`src/rtl/core/fbd_pkg.sv`:
```
// Shared types and constants for the four-button debounce / long-press unit.
// No dependencies.
package fbd_pkg;

	localparam int NUM_BUTTONS = 4;
	localparam int CFG_W       = 16;
	localparam int CFG_IDX_W   = 2;
	localparam int EVENT_W     = 4;

	typedef logic [CFG_IDX_W-1:0] cfg_index_t;
	typedef logic [CFG_W-1:0]     cfg_data_t;
	typedef logic [EVENT_W-1:0]   event_code_t;

	// Configuration register indexes
	localparam cfg_index_t REG_DEBOUNCE   = 2'd0;
	localparam cfg_index_t REG_LONG_PRESS = 2'd1;

	localparam cfg_data_t DEBOUNCE_RESET   = 16'd50;
	localparam cfg_data_t LONG_PRESS_RESET = 16'd1000;

	// Per-button event kind
	typedef logic [1:0] ev_kind_t;
	localparam ev_kind_t KIND_NONE  = 2'd0;
	localparam ev_kind_t KIND_SHORT = 2'd1;
	localparam ev_kind_t KIND_LONG  = 2'd2;

	// Event codes
	localparam event_code_t EV_NONE        = 4'd0;
	localparam event_code_t EV_UP          = 4'd1;
	localparam event_code_t EV_UP_LONG     = 4'd2;
	localparam event_code_t EV_DOWN        = 4'd3;
	localparam event_code_t EV_DOWN_LONG   = 4'd4;
	localparam event_code_t EV_SELECT      = 4'd5;
	localparam event_code_t EV_SELECT_LONG = 4'd6;
	localparam event_code_t EV_MODE        = 4'd7;
	localparam event_code_t EV_MODE_LONG   = 4'd8;

	// Scan order: up, down, select, mode
	localparam event_code_t SHORT_CODE [NUM_BUTTONS] =
		'{EV_UP, EV_DOWN, EV_SELECT, EV_MODE};
	localparam event_code_t LONG_CODE [NUM_BUTTONS] =
		'{EV_UP_LONG, EV_DOWN_LONG, EV_SELECT_LONG, EV_MODE_LONG};

endpackage

```
`src/rtl/core/four_button_debounce_long_press_unit.sv`:
```
// Four-button debouncer with short-press and long-press event reporting.
// Depends on fbd_pkg.
//
// Usage:
//   Input channel (in_valid/in_ready): one transfer per sampling tick, carrying
//   the raw active-low levels of up, down, select and mode (raw_levels bits
//   0..3) and the free-running time stamp now_ticks.
//   Output channel (out_valid/out_ready): one transfer per input item carrying
//   event_code (0 none, odd = short press, even = long press, by button).
//   Config port: cfg_we/cfg_index/cfg_data, index 0 debounce_ticks, index 1
//   long_press_ticks; other indexes are ignored. Write only while idle.
// Pipeline and throughput:
//   An item is registered in the input register at its input transfer, is
//   evaluated against the per-button state and lands in the output register
//   once that register is empty or being emptied. One item per cycle is
//   sustained while out_ready stays high; the input register and the output
//   register each hold one item.
// Reset:
//   All buttons read released, timers zero, thresholds 50 and 1000 ticks.
// Stall:
//   When out_ready is low the result holds, the input register fills and
//   in_ready drops; no item is lost or duplicated.
module four_button_debounce_long_press_unit #(
	parameter int TIME_BITS = 16
) (
	input  logic                      clk,
	input  logic                      arst_n,
	input  logic                      in_valid,
	output logic                      in_ready,
	input  logic [3:0]                raw_levels,
	input  logic [TIME_BITS-1:0]      now_ticks,
	output logic                      out_valid,
	input  logic                      out_ready,
	output fbd_pkg::event_code_t      event_code,
	input  logic                      cfg_we,
	input  fbd_pkg::cfg_index_t       cfg_index,
	input  fbd_pkg::cfg_data_t        cfg_data
);
	import fbd_pkg::*;

	localparam int CMP_W = (TIME_BITS > CFG_W) ? TIME_BITS : CFG_W;

	// Configuration
	cfg_data_t debounce_q;
	cfg_data_t long_press_q;

	// Input register
	logic                   valid_s1;
	logic [NUM_BUTTONS-1:0] raw_s1;
	logic [TIME_BITS-1:0]   now_s1;

	// Per-button state
	logic [NUM_BUTTONS-1:0] raw_prev_q;
	logic [NUM_BUTTONS-1:0] stable_q;
	logic [NUM_BUTTONS-1:0] long_seen_q;
	logic [TIME_BITS-1:0]   change_time_q [NUM_BUTTONS];
	logic [TIME_BITS-1:0]   press_time_q  [NUM_BUTTONS];

	// Output register
	logic        out_valid_q;
	event_code_t event_code_q;

	logic advance;

	// Next-state candidates per button
	logic [NUM_BUTTONS-1:0] stable_n;
	logic [NUM_BUTTONS-1:0] long_n;
	logic [TIME_BITS-1:0]   change_n [NUM_BUTTONS];
	logic [TIME_BITS-1:0]   press_n  [NUM_BUTTONS];
	ev_kind_t               kind     [NUM_BUTTONS];
	logic [NUM_BUTTONS-1:0] upd;
	event_code_t            code_n;

	assign advance   = valid_s1 && (!out_valid_q || out_ready);
	assign in_ready  = !valid_s1 || advance;
	assign out_valid = out_valid_q;
	assign event_code = event_code_q;

	always_ff @(posedge clk or negedge arst_n) begin
		if (!arst_n) begin
			debounce_q   <= DEBOUNCE_RESET;
			long_press_q <= LONG_PRESS_RESET;
		end else if (cfg_we) begin
			case (cfg_index)
				REG_DEBOUNCE:   debounce_q   <= cfg_data;
				REG_LONG_PRESS: long_press_q <= cfg_data;
				default:        ;
			endcase
		end
	end

	always_ff @(posedge clk or negedge arst_n) begin
		if (!arst_n) begin
			valid_s1 <= 1'b0;
		end else if (in_ready) begin
			valid_s1 <= in_valid;
		end
	end

	always_ff @(posedge clk) begin
		if (in_valid && in_ready) begin
			raw_s1 <= raw_levels;
			now_s1 <= now_ticks;
		end
	end

	genvar b;
	generate
		for (b = 0; b < NUM_BUTTONS; b++) begin : g_btn
			logic                 lvl;
			logic                 chg;
			logic [TIME_BITS-1:0] since_change;
			logic [TIME_BITS-1:0] since_press;
			logic                 settled;
			logic                 accept_lvl;
			logic                 st1;
			logic                 lg1;
			logic                 held_long;

			assign lvl          = raw_s1[b];
			assign chg          = lvl != raw_prev_q[b];
			assign change_n[b]  = chg ? now_s1 : change_time_q[b];
			// Modulo time difference; a fresh change gives zero, so it never settles
			assign since_change = now_s1 - change_n[b];
			assign settled      = CMP_W'(since_change) > CMP_W'(debounce_q);
			assign accept_lvl   = settled && (lvl != stable_q[b]);
			assign st1          = accept_lvl ? lvl : stable_q[b];
			assign press_n[b]   = (accept_lvl && !lvl) ? now_s1 : press_time_q[b];
			assign lg1          = accept_lvl ? 1'b0 : long_seen_q[b];
			assign since_press  = now_s1 - press_n[b];
			assign held_long    = !st1 && !lg1 &&
			                      (CMP_W'(since_press) > CMP_W'(long_press_q));
			assign stable_n[b]  = st1;
			assign long_n[b]    = lg1 || held_long;

			always_comb begin
				if (held_long) begin
					kind[b] = KIND_LONG;
				end else if (accept_lvl && lvl && !long_seen_q[b]) begin
					kind[b] = KIND_SHORT;
				end else begin
					kind[b] = KIND_NONE;
				end
			end
		end
	endgenerate

	// Scan in fixed order; stop updating after the first event
	always_comb begin
		logic hit;
		hit    = 1'b0;
		code_n = EV_NONE;
		for (int i = 0; i < NUM_BUTTONS; i++) begin
			upd[i] = !hit;
			if (!hit) begin
				case (kind[i])
					KIND_SHORT: begin
						code_n = SHORT_CODE[i];
						hit    = 1'b1;
					end
					KIND_LONG: begin
						code_n = LONG_CODE[i];
						hit    = 1'b1;
					end
					default: ;
				endcase
			end
		end
	end

	always_ff @(posedge clk or negedge arst_n) begin
		if (!arst_n) begin
			raw_prev_q  <= '1;
			stable_q    <= '1;
			long_seen_q <= '0;
			for (int i = 0; i < NUM_BUTTONS; i++) begin
				change_time_q[i] <= '0;
				press_time_q[i]  <= '0;
			end
		end else if (advance) begin
			for (int i = 0; i < NUM_BUTTONS; i++) begin
				if (upd[i]) begin
					raw_prev_q[i]    <= raw_s1[i];
					stable_q[i]      <= stable_n[i];
					long_seen_q[i]   <= long_n[i];
					change_time_q[i] <= change_n[i];
					press_time_q[i]  <= press_n[i];
				end
			end
		end
	end

	always_ff @(posedge clk or negedge arst_n) begin
		if (!arst_n) begin
			out_valid_q <= 1'b0;
		end else if (advance) begin
			out_valid_q <= 1'b1;
		end else if (out_ready) begin
			out_valid_q <= 1'b0;
		end
	end

	always_ff @(posedge clk) begin
		if (advance) begin
			event_code_q <= code_n;
		end
	end

	// An empty output register never blocks the input side
	a_ready_when_empty: assert property (@(posedge clk) disable iff (!arst_n)
		!out_valid_q |-> in_ready)
		else $error("input stalled with empty output register");

	// Debounced state moves only when an item is evaluated
	a_state_only_on_advance: assert property (@(posedge clk) disable iff (!arst_n)
		!advance |=> ($stable(stable_q) && $stable(long_seen_q)))
		else $error("button state changed without an item");

	generate
		for (b = 0; b < NUM_BUTTONS; b++) begin : g_chk
			// A reported long press is only ever flagged on a held button
			a_long_needs_press: assert property (@(posedge clk) disable iff (!arst_n)
				long_seen_q[b] |-> !stable_q[b])
				else $error("long press flagged on a released button");

			// A long-press event marks the button as already reported
			a_long_marks_seen: assert property (@(posedge clk) disable iff (!arst_n)
				(advance && code_n == LONG_CODE[b]) |=> long_seen_q[b])
				else $error("long press reported without marking the button");
		end
	endgenerate

endmodule

```
`config.mk`:
```
export PLATFORM = sky130hd
export DESIGN_NAME = four_button_debounce_long_press_unit
export DESIGN_NICKNAME = d
export VERILOG_FILES = /design/src/rtl/core/fbd_pkg.sv /design/src/rtl/core/four_button_debounce_long_press_unit.sv
export SDC_FILE = /design/constraint.sdc
export NUM_CORES = 1
export LEC_CHECK = 0
export ABC_AREA = 1
export CORE_ASPECT_RATIO = 1.1
export CORE_MARGIN = 2
export CORE_UTILIZATION = 45
export DETAILED_ROUTE_END_ITERATION = 12
export DONT_BUFFER_PORTS = 1
export GPL_ROUTABILITY_DRIVEN = 0
export GPL_TIMING_DRIVEN = 1
export PLACE_DENSITY = 0.58
export SKIP_CTS_REPAIR_TIMING = 1
export SLEW_MARGIN = 30
export SYNTH_ARGS = -nofsm -noshare
export SYNTH_HDL_FRONTEND = slang
export SYNTH_SLANG_ARGS = --single-unit
```
`constraint.sdc`:
```
create_clock -name clk -period 8 [get_ports clk]
set_input_delay 0.4 -clock clk [delete_from_list [all_inputs] [get_ports clk]]
set_output_delay 0.4 -clock clk [all_outputs]
set_load 0.05 [all_outputs]
```
Yosys cells after proc, flatten, opt, wreduce, memory -nomap -nowiden:

Index checks and enable logic that the tools add are counted.
W data, S select, Z words.

* bits of input ports: 43
* output and inout bits: 6
* register bits: 198

* add/subtract/negate cells: 8
* bitwise logic cells: 3
* muxes and demuxes: 38
* reduce and logical (&&, ||, !) cells: 60
* equality and inequality tests: 17
* $lt $le $gt $ge: 8

Operator list (count)
* $gt A16 B16 Y1: 8
* $mux W16: 8
* $sub A16 B16 Y16: 8
* $logic_and A1 B1 Y1: 26
* $pmux W4 S2: 3
* $mux W1: 19
* $logic_not A1 Y1: 18
* $mux W4: 3
* $eq A2 B1 Y1 const B: 5
* $reduce_and A2 Y1: 5
* $eq A2 B2 Y1 const B: 4
* $mux W2: 4
* $ne A1 B1 Y1: 8
* $logic_or A1 B1 Y1: 6
* $reduce_or A2 Y1: 3
* $pmux W2 S2: 1
* $not A1 Y1: 3
* $logic_not A2 Y1: 1
* $reduce_bool A2 Y1: 1

Depth between registers and ports, before layout:

* depth after elaboration: 19
* gate-level depth with buffers: 59
* mapped depth without buffers: 57

Worst setup path before layout:

OpenSTA, ideal clock, no wires.

* kind: reg2reg
* start: register raw_prev_q[1]
* end: register change_time_q[1] (netlist name)
* buffers on the path: 7
* cell stages (with the launch flop): 56
* clock period less this slack: 7.128 ns
* arrival time: 6.994 ns
* setup slack: 0.872 ns
* library setup time: 0.135 ns
* required time: 7.865 ns
* cell sequence: dfstp_2 > nand2_1 > nand2_2 > buf_6 > clkbuf_1 > clkbuf_1 > nand2_1 > o21ai_0 > ha_1 > inv_1 > ha_1 > inv_1 > nand2_1 > a21oi_1 > o21ai_1 > nand2_1 > nand2_1 > a21oi_2 > (+20 left out) > nand2_1 > nand2_1 > nand2_1 > ha_1 > nand2_1 > inv_1 > a221oi_1 > o21ai_0 > a21oi_1 > nand2_1 > nand4_2 > nand2_2 > nor2_4 > nand3_2 > buf_6 > buf_6 > nand2_2 > o21ai_2

RTL lines
* start, declared: line four_button_debounce_long_press_unit.sv:53 `logic [NUM_BUTTONS-1:0] raw_prev_q;`
* start signal, assigned by index: line four_button_debounce_long_press_unit.sv:183 `raw_prev_q[i] <= raw_s1[i];`
* end signal, assigned by index: line four_button_debounce_long_press_unit.sv:186 `change_time_q[i] <= change_n[i];`
* end, declared: line four_button_debounce_long_press_unit.sv:56 `logic [TIME_BITS-1:0] change_time_q [NUM_BUTTONS];`

==> flow_metrics.tcl <==
set metrics [dict create \
    ys_top_cells_by_count "nand2_1 (591), inv_1 (275), o21ai_0 (245)" \
    ys_seq_elements 198 \
    synth_top_area_frac 0.222 \
    yosysSeqAreaShare 0.288 \
    ys_types 52 \
    routed-via-count 16900 \
    final_nets 2779 \
    slowest_delay_ns 0.41 \
    crit_type "flip-flop to flip-flop" \
    ant_nets 0 \
    cp-end-kind "flip-flop" \
    finalSetupViolations 0 \
    period_share 0.971 \
    yosys.area.top_type "dfrtp_1" \
    fillers 3804 \
    area_growth_pct 16.1 \
    synth_edf_count 24 \
    synthArstFlopShare 0.879 \
    powerDensity_nw_per_um2 517 \
    crit_path_frequent_cell "nand2_1" \
    pin_count 49 \
    wl_per_cell_um 20.4 \
    arrival_ns 8.12 \
    final_util 0.527 \
    core_um2 39000 \
    hpwlAfterDp_um 43600 \
    synth_nets 2674 \
    reg2reg_from "raw_s1[2]" \
    clk_latency_ns 0.48 \
    portBuffers 0 \
    yosys.cell_count.top_type "nand2_1" \
    netlist_instances 2391 \
    drtIter0Drc 1130 \
    drv_slew 0 \
    cts-htree-levels 4 \
    rr_endpoint "change_time_q[10]" \
    wl_um 61500 \
    overflow 0 \
    status "finished with violations" \
    crit_slowest_cell "edfxtp_1" \
    syn_area_per_cell_um2 7.40 \
    fp.dieW_um 193 \
    track_usage 0.295 \
    finClkSkew_ns 0.0178 \
    max-vdd-ir-drop_mv 0.236 \
    hp-class "input pin to asynchronous set/reset pin" \
    cts_tree "done" \
    cts_buffer_depth 2 \
    dieHeight_um 212 \
    dieArea_um2 40900 \
    layout-drive-gt1-share 0.140 \
    clkSlewWorstSetupHoldPaths_ns 0.08 \
    grt_pass1_vias 15600 \
    synth_ff_type "dfrtp_1" \
    slew-limit-headroom 0.236 \
    finalHoldViolCount 28 \
    grt_max_degree 175 \
    rsz0062_at_grt "yes" \
    cts_sinks 198 \
    stdcell_area_um2 20500 \
    initial_core_util 0.454 \
    power_leakage_nw 9.95 \
    required_ns 8.35 \
    holdWs_ns -0.0742 \
    grt_pass1_wl_um 88600 \
    clock-root-buffer "clkbuf_16" \
    place_area_um2 18600 \
    crit_fanout 15 \
    fmax_ghz 0.129 \
    drc 0 \
    syn_area_um2 17700 \
    antenna_found_initial 2 \
    fin_crit_ns 7.77 \
    tightest_slew_ns 1.14 \
    synthTopCellsByArea "dfrtp_1 (22%), ha_1 (17%), nand2_1 (13%), o21ai_0 (6.9%), inv_1 (5.8%)" \
    dr.pass1.iters 6 \
    r2r_slack_ns 0.23 \
    rows 76 \
    cap_violations 0 \
    violations "negative hold slack" \
    setup.worst_path.start_class "flip-flop" \
    numCtsBuffers 17 \
    r2r_cells 51 \
    viasPerCell 5.59 \
    ys_warn_count 0 \
]
-- cells by family (layout without fill, tap and decap cells) --
family,count (synthesis),in the layout,synth area share
and+or+nand+nor,922,922,0.227
DFF,198,198,0.288
AOI/OAI and AO/OA,579,579,0.182
xor gates and xnor gates,100,100,0.0495
other,0,1,0
buffers and inverters,352,470,0.0816
adders and majority gates,240,240,0.172
-- worst max-delay path, delay by kind of cell (launching register included) --
family,cells,cell delay (ns)
xor gates and xnor gates,2,0.33
DFF,1,0.41
buffers and inverters,9,1.13
and+or+nand+nor,26,3.03
adders and majority gates,5,1.50
AOI/OAI and AO/OA,9,1.20
-- layout by cell type (no fill, tap or decap), types with 24 or more instances in the layout --
cell	count
a21oi_1	159
buf_4	97
clkbuf_16	29
dfrtp_1	157
edfxtp_1	24
ha_1	229
inv_1	268
nand2_1	582
nand2_2	32
nand3_1	89
nand4_1	29
nor2_1	103
o21a_1	32
o21ai_0	213
o21ai_1	70
o21ai_2	29
xor2_1	78
-- metrics by stage --
| stage | worst slack [ns] | total power, mW | cells | setup TNS [ns] |
|---|---|---|---|---|
| final | 0.230 | 10.6 | 3017 | 0 |
| after floorplan | 0.872 | 6.97 | 2391 | 0 |
| after CTS | -0.103 | 9.60 | 2931 | -0.103 |
| after global routing | -0.216 | 11.7 | 3016 | -7.64 |
| after detailed placement | -0.0469 | 8.64 | 2899 | -0.0469 |
| after global placement | -0.00764 | 8.45 | 2899 | -0.00764 |
-- area by class of cell --
class	count	area, um^2	area share
antenna	1	2.50	0.000122
sequential	198	5100	0.248
clock inverter	15	189	0.00920
clock buffer	17	425	0.0207
inverter	288	1080	0.0528
timing repair buffer	150	1600	0.0778
tap	507	634	0.0309
multi-input combinational	1841	11500	0.560
-- worst max-delay path by stage --
| stage | start | end | slack, ns |
|---|---|---|---|
| after floorplan | raw_prev_q[1] | change_time_q[1] | 0.87 |
| after global placement | raw_s1[3] | event_code[3] | -0.008 |
| after detailed placement | raw_s1[3] | event_code[3] | -0.05 |
| after CTS | raw_s1[3] | event_code[3] | -0.10 |
| after global routing | raw_s1[2] | press_time_q[4] | -0.22 |
| final | raw_s1[2] | change_time_q[10] | 0.23 |
-- metal layers --
layer,track usage,part of all wire
met1,0.357,0.41
met2,0.489,0.46
met3,0.0424,0.060
met4,0.186,0.071
met5,0,0
-- where the power goes --
part,internal (mW),total (mW),switching [mW]
Clock,0.426,0.913,0.487
Combinational,3.25,8.05,4.80
Sequential,1.41,1.66,0.249
-- state kept, by name (all words and copies together) (netlist names) --
register	cells
change_time_q	64
press_time_q	64
debounce_q	16
long_press_q	16
now_s1	16
event_code	4
long_seen_q	4
raw_prev_q	4
raw_s1	4
stable_q	4
out_valid	1
valid_s1	1
Power figures use the tool's default switching activity.
